`src/hw/rtl/mbrp_pkg.sv`:
```
// Shared types, constants and helpers for the MBR partition table parser.
// Used by mbrp_alu, mbrp_eval and mbr_partition_table_parser; no dependencies.
package mbrp_pkg;

  localparam int unsigned DefPrimaryEntries = 4;

  localparam int unsigned DiskW    = 48;
  localparam int unsigned SecBytesW = 16;
  localparam int unsigned LbaW     = 32;
  localparam int unsigned EndW     = 33;
  localparam int unsigned AluW     = 49;
  localparam int unsigned PosW     = 9;
  localparam int unsigned CfgIdxW  = 2;

  localparam logic [PosW-1:0] TableBase = 9'd446;
  localparam logic [PosW-1:0] SigPos    = 9'd510;
  localparam logic [PosW-1:0] LastPos   = 9'd511;
  localparam int unsigned     EntryLen  = 16;

  localparam logic [7:0] SigLow      = 8'h55;
  localparam logic [7:0] SigHigh     = 8'haa;
  localparam logic [7:0] BootNone    = 8'h00;
  localparam logic [7:0] BootActive  = 8'h80;
  localparam logic [7:0] TypeExtChs  = 8'h05;
  localparam logic [7:0] TypeExtLba  = 8'h0f;
  localparam logic [7:0] TypeExtLnx  = 8'h85;

  localparam logic [SecBytesW-1:0] MinSectorBytes = 16'd512;
  localparam logic [SecBytesW-1:0] ResetSectorBytes = 16'd512;

  // Bytes fetched per entry: flag, type, four start bytes, four count bytes.
  localparam logic [3:0] ReadCount = 4'd10;

  localparam logic [CfgIdxW-1:0] CfgDiskSectors = 2'd0;
  localparam logic [CfgIdxW-1:0] CfgSectorBytes = 2'd1;

  localparam logic KindPart    = 1'b0;
  localparam logic KindSummary = 1'b1;

  typedef enum logic [1:0] {
    StatusOk     = 2'd0,
    StatusBadSig = 2'd1,
    StatusSmall  = 2'd2
  } status_e;

  typedef struct packed {
    logic              start;
    status_e           status;
  } eval_start_t;

  typedef struct packed {
    logic [AluW-1:0] a;
    logic [AluW-1:0] b;
    logic            sub;
  } alu_req_t;

  typedef struct packed {
    logic [AluW-1:0] res;
    logic            borrow;
  } alu_rsp_t;

  typedef struct packed {
    logic            rec_kind;
    logic [2:0]      part_number;
    logic [7:0]      part_type;
    logic [LbaW-1:0] first_sector;
    logic [LbaW-1:0] sector_total;
    status_e         status;
    logic [2:0]      found_count;
    logic            last_of_run;
  } out_rec_t;

  // Entry byte offset of the n-th fetch in an entry.
  function automatic logic [3:0] rd_offset(input logic [3:0] n);
    logic [3:0] off;
    case (n)
      4'd0:    off = 4'd0;
      4'd1:    off = 4'd4;
      default: off = n + 4'd6;
    endcase
    return off;
  endfunction

  function automatic logic is_extended(input logic [7:0] t);
    return (t == TypeExtChs) || (t == TypeExtLba) || (t == TypeExtLnx);
  endfunction

endpackage

```
`src/hw/rtl/mbr_partition_table_parser.sv`:
```
// Top level of the MBR partition table parser: byte intake, config registers,
// entry store and evaluator. Depends on mbrp_pkg, mbrp_ram, mbrp_eval.
//
// Sector 0 streams in one byte per beat on the input channel, positions 0 to
// 511, and the block takes one beat per cycle while it is collecting. Bytes
// 446 onward of the first PRIMARY_ENTRIES table entries go into a small entry
// RAM, and byte 510 is held for the signature check. The beat carrying byte
// 511 triggers evaluation, and input ready stays low until the summary record
// has been loaded into the output register. A too-small sector size or a bad
// signature loads the summary at once. Otherwise each entry is fetched from
// the RAM (one RAM read port, registered read), then judged with one shared
// 49-bit adder: one add for the end sector, one subtract for the disk bound,
// two subtracts per table slot for the overlap test. An accepted entry also
// waits while the output channel stalls. Each accepted entry gives one
// partition record; one summary record with last_of_run set closes the run.
// Configuration writes are always taken; write disk_sectors and
// disk_sector_bytes only while no sector is in progress.
module mbr_partition_table_parser #(
  parameter int unsigned PRIMARY_ENTRIES = mbrp_pkg::DefPrimaryEntries
) (
  input  logic                            clk_i,
  input  logic                            rst_ni,
  input  logic                            cfg_valid_i,
  output logic                            cfg_ready_o,
  input  logic [mbrp_pkg::CfgIdxW-1:0]    cfg_index_i,
  input  logic [mbrp_pkg::DiskW-1:0]      cfg_data_i,
  input  logic                            in_valid_i,
  output logic                            in_ready_o,
  input  logic [7:0]                      data_byte_i,
  output logic                            out_valid_o,
  input  logic                            out_ready_i,
  output logic                            rec_kind_o,
  output logic [2:0]                      part_number_o,
  output logic [7:0]                      part_type_o,
  output logic [mbrp_pkg::LbaW-1:0]       first_sector_o,
  output logic [mbrp_pkg::LbaW-1:0]       sector_total_o,
  output logic [1:0]                      status_o,
  output logic [2:0]                      found_count_o,
  output logic                            last_of_run_o
);
  import mbrp_pkg::*;

  localparam int unsigned IdxW  = (PRIMARY_ENTRIES > 1) ? $clog2(PRIMARY_ENTRIES) : 1;
  localparam int unsigned AddrW = IdxW + 4;
  localparam int unsigned RamDepth = 2 ** AddrW;
  // One past the last stored table byte.
  localparam logic [PosW:0] TableEnd = (PosW + 1)'(TableBase) +
                                       (PosW + 1)'(PRIMARY_ENTRIES * EntryLen);

  logic [DiskW-1:0]     disk_sectors_q;
  logic [SecBytesW-1:0] sector_bytes_q;
  logic [PosW-1:0]      pos_q;
  logic [7:0]           sig_low_q;

  logic                 in_beat;
  logic                 table_byte;
  logic [PosW-1:0]      table_off;
  logic [AddrW-1:0]     rd_addr;
  logic [7:0]           rd_data;
  logic                 eval_idle;
  eval_start_t          eval_start;
  out_rec_t             out_rec;

  assign cfg_ready_o = 1'b1;

  // Config registers: drop writes to indexes beyond the list.
  always_ff @(posedge clk_i or negedge rst_ni) begin
    if (!rst_ni) begin
      disk_sectors_q <= '0;
      sector_bytes_q <= ResetSectorBytes;
    end else if (cfg_valid_i) begin
      case (cfg_index_i)
        CfgDiskSectors: disk_sectors_q <= cfg_data_i;
        CfgSectorBytes: sector_bytes_q <= cfg_data_i[SecBytesW-1:0];
        default:        disk_sectors_q <= disk_sectors_q;
      endcase
    end
  end

  assign in_ready_o = eval_idle;
  assign in_beat    = in_valid_i & in_ready_o;

  // Advance the byte position on every beat; it wraps from 511 back to 0.
  always_ff @(posedge clk_i or negedge rst_ni) begin
    if (!rst_ni) begin
      pos_q     <= '0;
      sig_low_q <= '0;
    end else if (in_beat) begin
      pos_q <= pos_q + 1'b1;
      if (pos_q == SigPos) begin
        sig_low_q <= data_byte_i;
      end
    end
  end

  // Only bytes of entries that get judged are kept.
  assign table_off  = pos_q - TableBase;
  assign table_byte = in_beat && (pos_q >= TableBase) && ({1'b0, pos_q} < TableEnd);

  mbrp_ram #(
    .Width (8),
    .Depth (RamDepth),
    .AddrW (AddrW)
  ) u_entry_ram (
    .clk_i   (clk_i),
    .we_i    (table_byte),
    .waddr_i (table_off[AddrW-1:0]),
    .wdata_i (data_byte_i),
    .raddr_i (rd_addr),
    .rdata_o (rd_data)
  );

  // The last byte starts evaluation; the sector size test takes priority
  // over the signature test.
  always_comb begin
    eval_start.start = in_beat && (pos_q == LastPos);
    if (sector_bytes_q < MinSectorBytes) begin
      eval_start.status = StatusSmall;
    end else if (sig_low_q != SigLow || data_byte_i != SigHigh) begin
      eval_start.status = StatusBadSig;
    end else begin
      eval_start.status = StatusOk;
    end
  end

  mbrp_eval #(
    .PRIMARY_ENTRIES (PRIMARY_ENTRIES),
    .IdxW            (IdxW),
    .AddrW           (AddrW)
  ) u_eval (
    .clk_i          (clk_i),
    .rst_ni         (rst_ni),
    .start_i        (eval_start),
    .disk_sectors_i (disk_sectors_q),
    .rd_addr_o      (rd_addr),
    .rd_data_i      (rd_data),
    .idle_o         (eval_idle),
    .out_valid_o    (out_valid_o),
    .out_ready_i    (out_ready_i),
    .out_rec_o      (out_rec)
  );

  assign rec_kind_o     = out_rec.rec_kind;
  assign part_number_o  = out_rec.part_number;
  assign part_type_o    = out_rec.part_type;
  assign first_sector_o = out_rec.first_sector;
  assign sector_total_o = out_rec.sector_total;
  assign status_o       = out_rec.status;
  assign found_count_o  = out_rec.found_count;
  assign last_of_run_o  = out_rec.last_of_run;

endmodule

```
`src/hw/rtl/mbrp_ram.sv`:
```
// Generic single-write, single-read RAM with registered read data.
// No dependencies.
module mbrp_ram #(
  parameter int unsigned Width = 8,
  parameter int unsigned Depth = 64,
  parameter int unsigned AddrW = $clog2(Depth)
) (
  input  logic             clk_i,
  input  logic             we_i,
  input  logic [AddrW-1:0] waddr_i,
  input  logic [Width-1:0] wdata_i,
  input  logic [AddrW-1:0] raddr_i,
  output logic [Width-1:0] rdata_o
);

  logic [Width-1:0] mem_q [Depth];
  logic [Width-1:0] rdata_q;

  always_ff @(posedge clk_i) begin
    if (we_i) begin
      mem_q[waddr_i] <= wdata_i;
    end
    rdata_q <= mem_q[raddr_i];
  end

  assign rdata_o = rdata_q;

endmodule

```
`src/hw/rtl/mbrp_alu.sv`:
```
// Shared 49-bit add/subtract unit with borrow flag for the entry checks.
// Depends on mbrp_pkg.
module mbrp_alu (
  input  mbrp_pkg::alu_req_t req_i,
  output mbrp_pkg::alu_rsp_t rsp_o
);
  import mbrp_pkg::*;

  logic [AluW:0] sum;

  assign sum = {1'b0, req_i.a} + {1'b0, req_i.b ^ {AluW{req_i.sub}}} + (AluW + 1)'(req_i.sub);

  assign rsp_o.res    = sum[AluW-1:0];
  assign rsp_o.borrow = req_i.sub & ~sum[AluW];

endmodule

```
`src/hw/rtl/mbrp_eval.sv`:
```
// Entry evaluation sequencer: fetches entry bytes, runs the checks through
// the shared adder and holds the result register. Depends on mbrp_pkg, mbrp_alu.
module mbrp_eval #(
  parameter int unsigned PRIMARY_ENTRIES = mbrp_pkg::DefPrimaryEntries,
  parameter int unsigned IdxW = (PRIMARY_ENTRIES > 1) ? $clog2(PRIMARY_ENTRIES) : 1,
  parameter int unsigned AddrW = IdxW + 4
) (
  input  logic                          clk_i,
  input  logic                          rst_ni,
  input  mbrp_pkg::eval_start_t         start_i,
  input  logic [mbrp_pkg::DiskW-1:0]    disk_sectors_i,
  output logic [AddrW-1:0]              rd_addr_o,
  input  logic [7:0]                    rd_data_i,
  output logic                          idle_o,
  output logic                          out_valid_o,
  input  logic                          out_ready_i,
  output mbrp_pkg::out_rec_t            out_rec_o
);
  import mbrp_pkg::*;

  typedef enum logic [3:0] {
    S_IDLE, S_READ, S_CHECK, S_ADD, S_FIT, S_OVL_A, S_OVL_B, S_EMIT, S_NEXT, S_SUM
  } state_e;

  localparam logic [IdxW-1:0] LastIdx = IdxW'(PRIMARY_ENTRIES - 1);

  state_e               state_q;
  logic [IdxW-1:0]      e_q;
  logic [IdxW-1:0]      j_q;
  logic [3:0]           rd_cnt_q;
  logic [3:0]           cap_idx_q;
  logic                 cap_vld_q;
  logic                 hit_q;
  logic [2:0]           found_q;
  status_e              sum_status_q;
  logic [PRIMARY_ENTRIES-1:0] acc_valid_q;
  logic                 out_valid_q;
  out_rec_t             out_q;

  logic [7:0]           flag_q;
  logic [7:0]           type_q;
  logic [LbaW-1:0]      start_q;
  logic [LbaW-1:0]      count_q;
  logic [EndW-1:0]      end_q;
  logic                 lt_q;
  logic [LbaW-1:0]      acc_start_q [PRIMARY_ENTRIES];
  logic [EndW-1:0]      acc_end_q   [PRIMARY_ENTRIES];

  alu_req_t alu_req;
  alu_rsp_t alu_rsp;
  logic     basic_ok;
  logic     hit_now;

  mbrp_alu u_alu (
    .req_i (alu_req),
    .rsp_o (alu_rsp)
  );

  assign basic_ok = (type_q != 8'd0) && (count_q != '0) &&
                    ((flag_q == BootNone) || (flag_q == BootActive)) &&
                    !is_extended(type_q) && (start_q != '0);

  assign hit_now = acc_valid_q[j_q] && lt_q && alu_rsp.borrow;

  always_comb begin
    alu_req = '0;
    case (state_q)
      S_ADD: begin
        alu_req.a   = AluW'(start_q);
        alu_req.b   = AluW'(count_q);
        alu_req.sub = 1'b0;
      end
      S_FIT: begin
        alu_req.a   = AluW'(disk_sectors_i);
        alu_req.b   = AluW'(end_q);
        alu_req.sub = 1'b1;
      end
      S_OVL_A: begin
        alu_req.a   = AluW'(start_q);
        alu_req.b   = AluW'(acc_end_q[j_q]);
        alu_req.sub = 1'b1;
      end
      S_OVL_B: begin
        alu_req.a   = AluW'(acc_start_q[j_q]);
        alu_req.b   = AluW'(end_q);
        alu_req.sub = 1'b1;
      end
      default: alu_req = '0;
    endcase
  end

  assign rd_addr_o = {e_q, rd_offset(rd_cnt_q)};

  // Sequencer state and the result register.
  always_ff @(posedge clk_i or negedge rst_ni) begin
    if (!rst_ni) begin
      state_q      <= S_IDLE;
      e_q          <= '0;
      j_q          <= '0;
      rd_cnt_q     <= '0;
      cap_idx_q    <= '0;
      cap_vld_q    <= 1'b0;
      hit_q        <= 1'b0;
      found_q      <= '0;
      sum_status_q <= StatusOk;
      acc_valid_q  <= '0;
      out_valid_q  <= 1'b0;
      out_q        <= '0;
    end else begin
      if (out_valid_q && out_ready_i) begin
        out_valid_q <= 1'b0;
      end
      case (state_q)
        S_IDLE: begin
          if (start_i.start) begin
            acc_valid_q  <= '0;
            found_q      <= '0;
            e_q          <= '0;
            rd_cnt_q     <= '0;
            cap_vld_q    <= 1'b0;
            sum_status_q <= start_i.status;
            state_q      <= (start_i.status != StatusOk) ? S_SUM : S_READ;
          end
        end
        S_READ: begin
          if (rd_cnt_q != ReadCount) begin
            cap_vld_q <= 1'b1;
            cap_idx_q <= rd_cnt_q;
            rd_cnt_q  <= rd_cnt_q + 4'd1;
          end else begin
            cap_vld_q <= 1'b0;
            state_q   <= S_CHECK;
          end
        end
        S_CHECK: begin
          state_q <= basic_ok ? S_ADD : S_NEXT;
        end
        S_ADD: begin
          state_q <= S_FIT;
        end
        S_FIT: begin
          j_q     <= '0;
          hit_q   <= 1'b0;
          state_q <= alu_rsp.borrow ? S_NEXT : S_OVL_A;
        end
        S_OVL_A: begin
          state_q <= S_OVL_B;
        end
        S_OVL_B: begin
          hit_q <= hit_q | hit_now;
          if (j_q == LastIdx) begin
            state_q <= (hit_q | hit_now) ? S_NEXT : S_EMIT;
          end else begin
            j_q     <= j_q + 1'b1;
            state_q <= S_OVL_A;
          end
        end
        S_EMIT: begin
          if (!out_valid_q) begin
            out_valid_q       <= 1'b1;
            out_q.rec_kind    <= KindPart;
            out_q.part_number <= 3'(e_q) + 3'd1;
            out_q.part_type   <= type_q;
            out_q.first_sector <= start_q;
            out_q.sector_total <= count_q;
            out_q.status      <= StatusOk;
            out_q.found_count <= '0;
            out_q.last_of_run <= 1'b0;
            acc_valid_q[e_q]  <= 1'b1;
            found_q           <= found_q + 3'd1;
            state_q           <= S_NEXT;
          end
        end
        S_NEXT: begin
          if (e_q == LastIdx) begin
            state_q <= S_SUM;
          end else begin
            e_q       <= e_q + 1'b1;
            rd_cnt_q  <= '0;
            cap_vld_q <= 1'b0;
            state_q   <= S_READ;
          end
        end
        S_SUM: begin
          if (!out_valid_q) begin
            out_valid_q        <= 1'b1;
            out_q.rec_kind     <= KindSummary;
            out_q.part_number  <= '0;
            out_q.part_type    <= '0;
            out_q.first_sector <= '0;
            out_q.sector_total <= '0;
            out_q.status       <= sum_status_q;
            out_q.found_count  <= found_q;
            out_q.last_of_run  <= 1'b1;
            state_q            <= S_IDLE;
          end
        end
        default: state_q <= S_IDLE;
      endcase
    end
  end

  // Entry fields, end sector and the accepted-range table.
  always_ff @(posedge clk_i) begin
    if (state_q == S_READ && cap_vld_q) begin
      case (cap_idx_q)
        4'd0:    flag_q         <= rd_data_i;
        4'd1:    type_q         <= rd_data_i;
        4'd2:    start_q[7:0]   <= rd_data_i;
        4'd3:    start_q[15:8]  <= rd_data_i;
        4'd4:    start_q[23:16] <= rd_data_i;
        4'd5:    start_q[31:24] <= rd_data_i;
        4'd6:    count_q[7:0]   <= rd_data_i;
        4'd7:    count_q[15:8]  <= rd_data_i;
        4'd8:    count_q[23:16] <= rd_data_i;
        4'd9:    count_q[31:24] <= rd_data_i;
        default: flag_q         <= flag_q;
      endcase
    end
    if (state_q == S_ADD) begin
      end_q <= alu_rsp.res[EndW-1:0];
    end
    if (state_q == S_OVL_A) begin
      lt_q <= alu_rsp.borrow;
    end
    if (state_q == S_EMIT && !out_valid_q) begin
      acc_start_q[e_q] <= start_q;
      acc_end_q[e_q]   <= end_q;
    end
  end

  assign idle_o      = (state_q == S_IDLE);
  assign out_valid_o = out_valid_q;
  assign out_rec_o   = out_q;

  a_start_when_idle : assert property (@(posedge clk_i) disable iff (!rst_ni)
    start_i.start |-> state_q == S_IDLE)
    else $error("evaluation start while busy");

  a_found_matches_valid : assert property (@(posedge clk_i) disable iff (!rst_ni)
    $countones(acc_valid_q) == found_q)
    else $error("accepted count out of step with valid bits");

  a_summary_count : assert property (@(posedge clk_i) disable iff (!rst_ni)
    out_valid_q && out_q.rec_kind == KindSummary |-> out_q.found_count <= PRIMARY_ENTRIES)
    else $error("summary count exceeds entry count");

  a_part_record_sane : assert property (@(posedge clk_i) disable iff (!rst_ni)
    out_valid_q && out_q.rec_kind == KindPart
      |-> out_q.part_type != 8'd0 && out_q.sector_total != '0 && out_q.first_sector != '0)
    else $error("partition record with empty fields");

endmodule
```
`config.mk`:
```
export PLATFORM = sky130hd
export DESIGN_NAME = mbr_partition_table_parser
export DESIGN_NICKNAME = d
export VERILOG_FILES = /design/src/hw/rtl/mbrp_pkg.sv /design/src/hw/rtl/mbr_partition_table_parser.sv /design/src/hw/rtl/mbrp_ram.sv /design/src/hw/rtl/mbrp_alu.sv /design/src/hw/rtl/mbrp_eval.sv
export SDC_FILE = /design/constraint.sdc
export NUM_CORES = 1
export LEC_CHECK = 0
export ABC_AREA = 1
export BUFFER_PORTS_ARGS = -buffer_cell sky130_fd_sc_hd__buf_2
export CORE_AREA = 3 3 219 436
export DETAILED_ROUTE_END_ITERATION = 10
export DIE_AREA = 0 0 222 439
export PLACE_DENSITY = 0.69
export SLEW_MARGIN = 40
export SYNTH_ARGS = -nofsm -noshare
export SYNTH_HDL_FRONTEND = slang
export SYNTH_SLANG_ARGS = --single-unit
```
`constraint.sdc`:
```
create_clock -name clk_i -period 5.27 [get_ports clk_i]
set_input_delay 0.527 -clock clk_i [delete_from_list [all_inputs] [get_ports clk_i]]
set_output_delay 0.527 -clock clk_i [all_outputs]
set_load 0.01 [all_outputs]
```
# [Yosys cells after proc, flatten, opt, wreduce, memory -nomap -nowiden]
# Memory sizes are Yosys's and may differ from the RTL's. A register that Yosys moved wholly into a read port is not among the register bits.
# Cells that the tools add are included.
[totals] regBits=305 memories=3 word_cells=202 mem_bits_rw=772 inputBits=63 output_inout_bits=85
[classes] n_reduce_logical=56 bitwise_logic=6 eq_ne=38 order_cmp=6 addsub=10 n_mux=48
[mem_list] name="u_entry_ram.mem_q" depth=64 word_bits=8 read_ports=1 rd_ports_with_merged_regs=1 write_ports=1 line_no="mbrp_ram.sv:16" source="logic [Width-1:0] mem_q [Depth];"
[mem_list] name="u_eval.acc_end_q" depth=4 word_bits=33 read_ports=1 rd_ports_with_merged_regs=0 write_ports=1 line_no="mbrp_eval.sv:47" source="logic [EndW-1:0] acc_end_q [PRIMARY_ENTRIES];"
[mem_list] name="u_eval.acc_start_q" depth=4 word_bits=32 read_ports=1 rd_ports_with_merged_regs=0 write_ports=1 line_no="mbrp_eval.sv:46" source="logic [LbaW-1:0] acc_start_q [PRIMARY_ENTRIES];"
[op_table] op="case mux 98 bit (4 select lines)" n=1
[op_table] op="two-way mux 82 bit" n=2
[op_table] op="case mux 82 bit (2 select lines)" n=1
[op_table] op="nonzero test 32 bit" n=2
[op_table] op="two-way mux 4 bit" n=14
[op_table] op="adder 49 x 49 -> 50 bit" n=1
[op_table] op="adder 50 x 1 -> 50 bit" n=1
[op_table] op="bitwise XOR 49 bit" n=1
[op_table] op="case mux 4 bit (10 select lines)" n=1
[op_table] op="equality test 4 x 3 -> 1 bit (second input constant)" n=8
[op_table] op="AND reduction 2 bit" n=16
[op_table] op="equality test 9 bit (second input constant)" n=2
[op_table] op="equality test 4 x 2 -> 1 bit (second input constant)" n=4
[op_table] op="equality test 4 bit (second input constant)" n=4
[op_table] op="equality test 8 bit (second input constant)" n=2
[op_table] op="less-than comparator 16 x 10 -> 1 bit (second input constant)" n=1
[op_table] op="case mux 4 bit (2 select lines)" n=2
[op_table] op="logical AND 1 bit" n=13
[op_table] op="two-way mux 1 bit" n=13
[op_table] op="equality test 4 x 1 -> 1 bit (second input constant)" n=3
[op_table] op="logical NOT 4 bit" n=3
[op_table] op="case mux 4 bit (3 select lines)" n=1
[op_table] op="AND reduction 3 bit" n=4
[op_table] op="inequality test 2 bit (second input constant)" n=5
[op_table] op="40 further kinds" n=59

# [Depth between registers and ports, before layout]
[depth] word_depth=12 depth_mapped=24 mapped_depth_nobuf=22

# [Hierarchy]
# Synthesis repeated with hierarchy kept, for this count alone.
[hier_totals] hier_cells=4838 area_unflattened_um2=48941.9
[modules_own_cells] module="mbrp_ram" instances=1 area_per_inst_um2=21339.2 cells_per_inst=1805
[modules_own_cells] module="mbrp_eval" instances=1 area_per_inst_um2=19662.6 cells_per_inst=1727
[modules_own_cells] module="mbrp_alu" instances=1 area_per_inst_um2=4794.6 cells_per_inst=938
[modules_own_cells] module="mbr_partition_table_parser" instances=1 area_per_inst_um2=3145.5 cells_per_inst=368

# [Worst setup path after synthesis]
# OpenSTA, ideal clock, no wires.
[synth_timing] path_type="register to register" startpoint="register u_eval.state_q[3]" endpoint="memory u_eval.acc_end_q[0][0], enable pin" t_arrival_ns=4.164 setup_time_ns=0.489 stages_incl_launch_ff=9 slack_ns=0.617 n_path_buf=1 path_cell_list="dfrtp_1 > inv_2 > nand2_1 > nor2_1 > inv_2 > nor2_4 > inv_2 > buf_1 > nor2_1"
[synth_via] elab_chain_cells=4
[synth_lines] item="start, declared" line_no="mbrp_eval.sv:27" source="state_e state_q;"
[synth_lines] item="start signal, assigned" line_no="mbrp_eval.sv:122" source="state_q <= (start_i.status != StatusOk) ? S_SUM : S_READ;"
[synth_lines] item="start signal, assigned" line_no="mbrp_eval.sv:136" source="state_q <= basic_ok ? S_ADD : S_NEXT;"
[synth_lines] item="start signal, assigned" line_no="mbrp_eval.sv:144" source="state_q <= alu_rsp.borrow ? S_NEXT : S_OVL_A;"
[synth_lines] item="equality test 4 x 3 -> 1 bit" line_no="mbrp_eval.sv:226" source="if (state_q == S_EMIT && !out_valid_q) begin"
[synth_lines] item="logical AND 1 bit" line_no="mbrp_eval.sv:226"
[synth_lines] item="two-way mux 1 bit" line_no="mbrp_eval.sv:226"
[synth_lines] item="two-way mux 1 bit (implied by the code)" line_no="mbrp_eval.sv:228" source="acc_end_q[e_q] <= end_q;"
[synth_lines] item="end, declared" line_no="mbrp_eval.sv:47"
# No other way between the ends.

==> results.toml <==
[cells_and_area]
post-route-util_pct = 54.5
final_cells = 5012
final_area_um2 = 50500
final_common_cell = "edfxtp_1"
drive_gt1_share_pct = 12.9
fillers = 7626
final_cell_mix = "edfxtp_1 (885), nand2_1 (420), nor2_1 (304)"
layout.nets = 3841
area_delta_synth_final_pct = 12.0
multi_input_area_um2 = 12500
sequential_cell_area_um2 = 31300

[global_route]
met2_usage_pct = 48.8
antenna_found_initial = 3
grt_most_used_layer = "met2"
grt_pass1_vias = 29700
grt_pass1_wl_um = 185000
grt_util_all_layers_pct = 25.6
use_met1_pct = 25.7
use_met3_pct = 3.56
grt_max_degree = 129
grt_overflow = 0

[yosys]
synth_seq_cells = 1074
synth_fp_nets = 3734
synthArstFlopShare_pct = 16.9
synth-main-ff-cell = "edfxtp_1"
yosys.cell_types.count = 59
yosysWarnings = 0
syn-cell-area_um2 = 45100
synth_edf_count = 885
ys_seq_area_share_pct = 69.3
synth_cells = 3623
synth.avg_cell_area_um2 = 12.4

[clocking]
cts_buffer_depth = 3
cts_num_sinks = 1074
numCtsBuffers = 93
cts_resized = 0
cts-root-buf = "clkbuf_16"
cts_tree = "yes"
clkTransAtPathRegs_ns = 0.07
cts_htree_levels = 3
clk_latency_ns = 0.71

[place]
portBuffers = 146
globalplace.congestion = 0.964
placed_cell_area_um2 = 47400
dpl.hpwl_um = 85100
dp.cells = 4833
place_ws_ns = 1.01

[floorplan]
initial_core_util_pct = 48.6
ioPinCount = 148
rows = 158
die_h_um = 439
die_area_um2 = 97500
placeableCoreArea_um2 = 92700
die_x_um = 222

[hold_path]
min_from = "cfg_data_i[21]"
whs_path_depth = 2
hp-class = "primary input to flop"

[timing]
max_freq_ghz = 0.223
setup_viol = 0
min_period_ns = 4.48
relSlewSlack_pct = 37.9
hold_violations = 0
setup_slack_ns = 0.794
whs_ns = 0.0400
period_share_pct = 84.9
skew_ns = 0.0362
worstMarginPinSlew_ns = 0.929
drv_slew = 0
finalSetupTns_ns = 0
rsz0062_at_grt = "false"

[drt]
routed_wl_um = 127000
wl_per_cell_um = 25.3
drcViolationCount = 0
detail-route-antenna-nets = 0
drtPass1Iterations = 6
num_vias = 29500
drt-initial-drc-count = 2332
via_per_inst = 5.88

[critical_path]
crit_start = "u_eval.state_q[0]"
r2r_cells = 21
crit_path_end_kind = "flop"
rr_startpoint = "u_eval.state_q[0]"
crit_fanout = 12
required_ns = 5.72
setup.worst_path.start_class = "flop"
crit_arrival_ns = 4.92
worstSetupPathType = "flop to flop"

[power]
power_density_nw_per_um2 = 332
irDropWorstVdd_v = 0.000326
p_leak_nw = 18.0
power_mw = 16.8

[flow_run]
cap_violations = 0

[outcome]
status = "finished, final reports clean"
registers in the layout, indices dropped and copies added (netlist names), 3 cells and up:
| name | flops |
|---|---|
| pos_q | 9 |
| u_eval.rd_cnt_q | 4 |
| u_eval.flag_q | 7 |
| u_eval.out_rec_o | 81 |
| u_eval.start_q | 32 |
| u_eval.state_q | 4 |
| u_eval.end_q | 33 |
| u_eval.acc_start_q | 128 |
| u_eval.acc_end_q | 132 |
| disk_sectors_q | 48 |
| u_entry_ram.rdata_o | 8 |
| u_entry_ram.mem_q | 512 |
| u_eval.acc_valid_q | 4 |
| sector_bytes_q | 7 |
| u_eval.type_q | 8 |
| u_eval.cap_idx_q | 4 |
| u_eval.count_q | 32 |
| u_eval.found_q | 3 |
| sig_low_q | 8 |
worst max-delay path, cell delays in order (launching register included):
cell      delay (ns)
dfrtp_1         0.46
inv_2           0.12
nor2_1          0.04
nand2_1         0.12
buf_4           0.25
nand2_1         0.12
buf_4           0.19
a21oi_1         0.20
nand3_2         0.14
and2_1          0.20
fa_1            0.41
nand3_1         0.09
nand2_1         0.10
nand3_1         0.09
nand2_1         0.09
a21oi_1         0.61
inv_1           0.13
nand2_1         0.09
nand2_1         0.07
a21boi_0        0.39
o21bai_1        0.13
xor2_1          0.15
worst paths after layout:
check	slack, ns	to
setup / recovery	0.79	u_eval.end_q[24]
hold / removal	0.04	disk_sectors_q[21]
setup reg to reg	0.79	u_eval.end_q[24]
hold reg to reg	0.48	u_eval.out_rec_o[13]
max in group asynchronous	3.83	u_eval.out_rec_o[42]
min in group asynchronous	0.40	disk_sectors_q[27]
layout make-up:
class | instances | area share [%]
flip-flops and latches | 1074 | 61.9
multi-input cells | 2171 | 24.8
clock buffers | 119 | 5.01
well taps | 1200 | 2.97
repair buffers | 210 | 2.89
inverters | 180 | 1.35
clock inverters | 56 | 1.03
diodes | 2 | 0.00991
cells in the mapped netlist (11+ instances only):
master,instances,area (um2)
a21oi_1,120,601
a221o_1,31,310
a22oi_1,31,233
a32o_1,12,120
buf_1,23,86.3
buf_2,41,205
clkbuf_1,131,492
dfrtp_1,180,4500
edfxtp_1,885,26600
ha_1,47,588
inv_1,160,601
inv_2,17,63.8
mux2_2,39,439
nand2_1,423,1590
nand3_1,202,1010
nand4_1,17,106
nor2_1,323,1210
nor3_1,22,110
nor4_1,12,75.1
o211ai_1,277,2080
o21ai_0,153,766
o21ai_1,63,315
o22ai_1,32,200
o31ai_1,49,368
or2_0,87,544
or2_1,105,657
or2_2,17,106
xnor2_1,11,96.3
xor2_1,29,254
kinds of logic (layout without fill, tap and decap cells):
kind of cell             Yosys count  after routing  synth area share [%]
AND/OR/NAND/NOR                 1234           1234                  12.5
flip-flops                      1074           1074                  69.3
AO/OA/AOI/OAI                    807            807                  11.8
buffers and inverters            378            565                  3.28
adder cells (fa/ha/maj)           48             48                  1.35
multiplexers                      41             41                  1.02
XOR/XNOR                          40             40                 0.777
other                              1              3               0.00832
repair_timing:
item | 4_1_cts | 5_1_grt
setup buffers | 0 | 0
endpoints found under the hold margin | 89 | 0
hold buffers | 2 | 0
power breakdown:
group / switching, mW / internal [mW]
registers: 0.112 / 9.24
clock network: 3.15 / 3.77
logic: 0.370 / 0.128
routing by layer:
layer	wire (um)	vias up
met5	9	-
met4	9070	2
met3	6160	361
met2	69900	976
met1	41800	14700
li1	-	13500
Note: power is estimated with default switching activity, not from simulation.
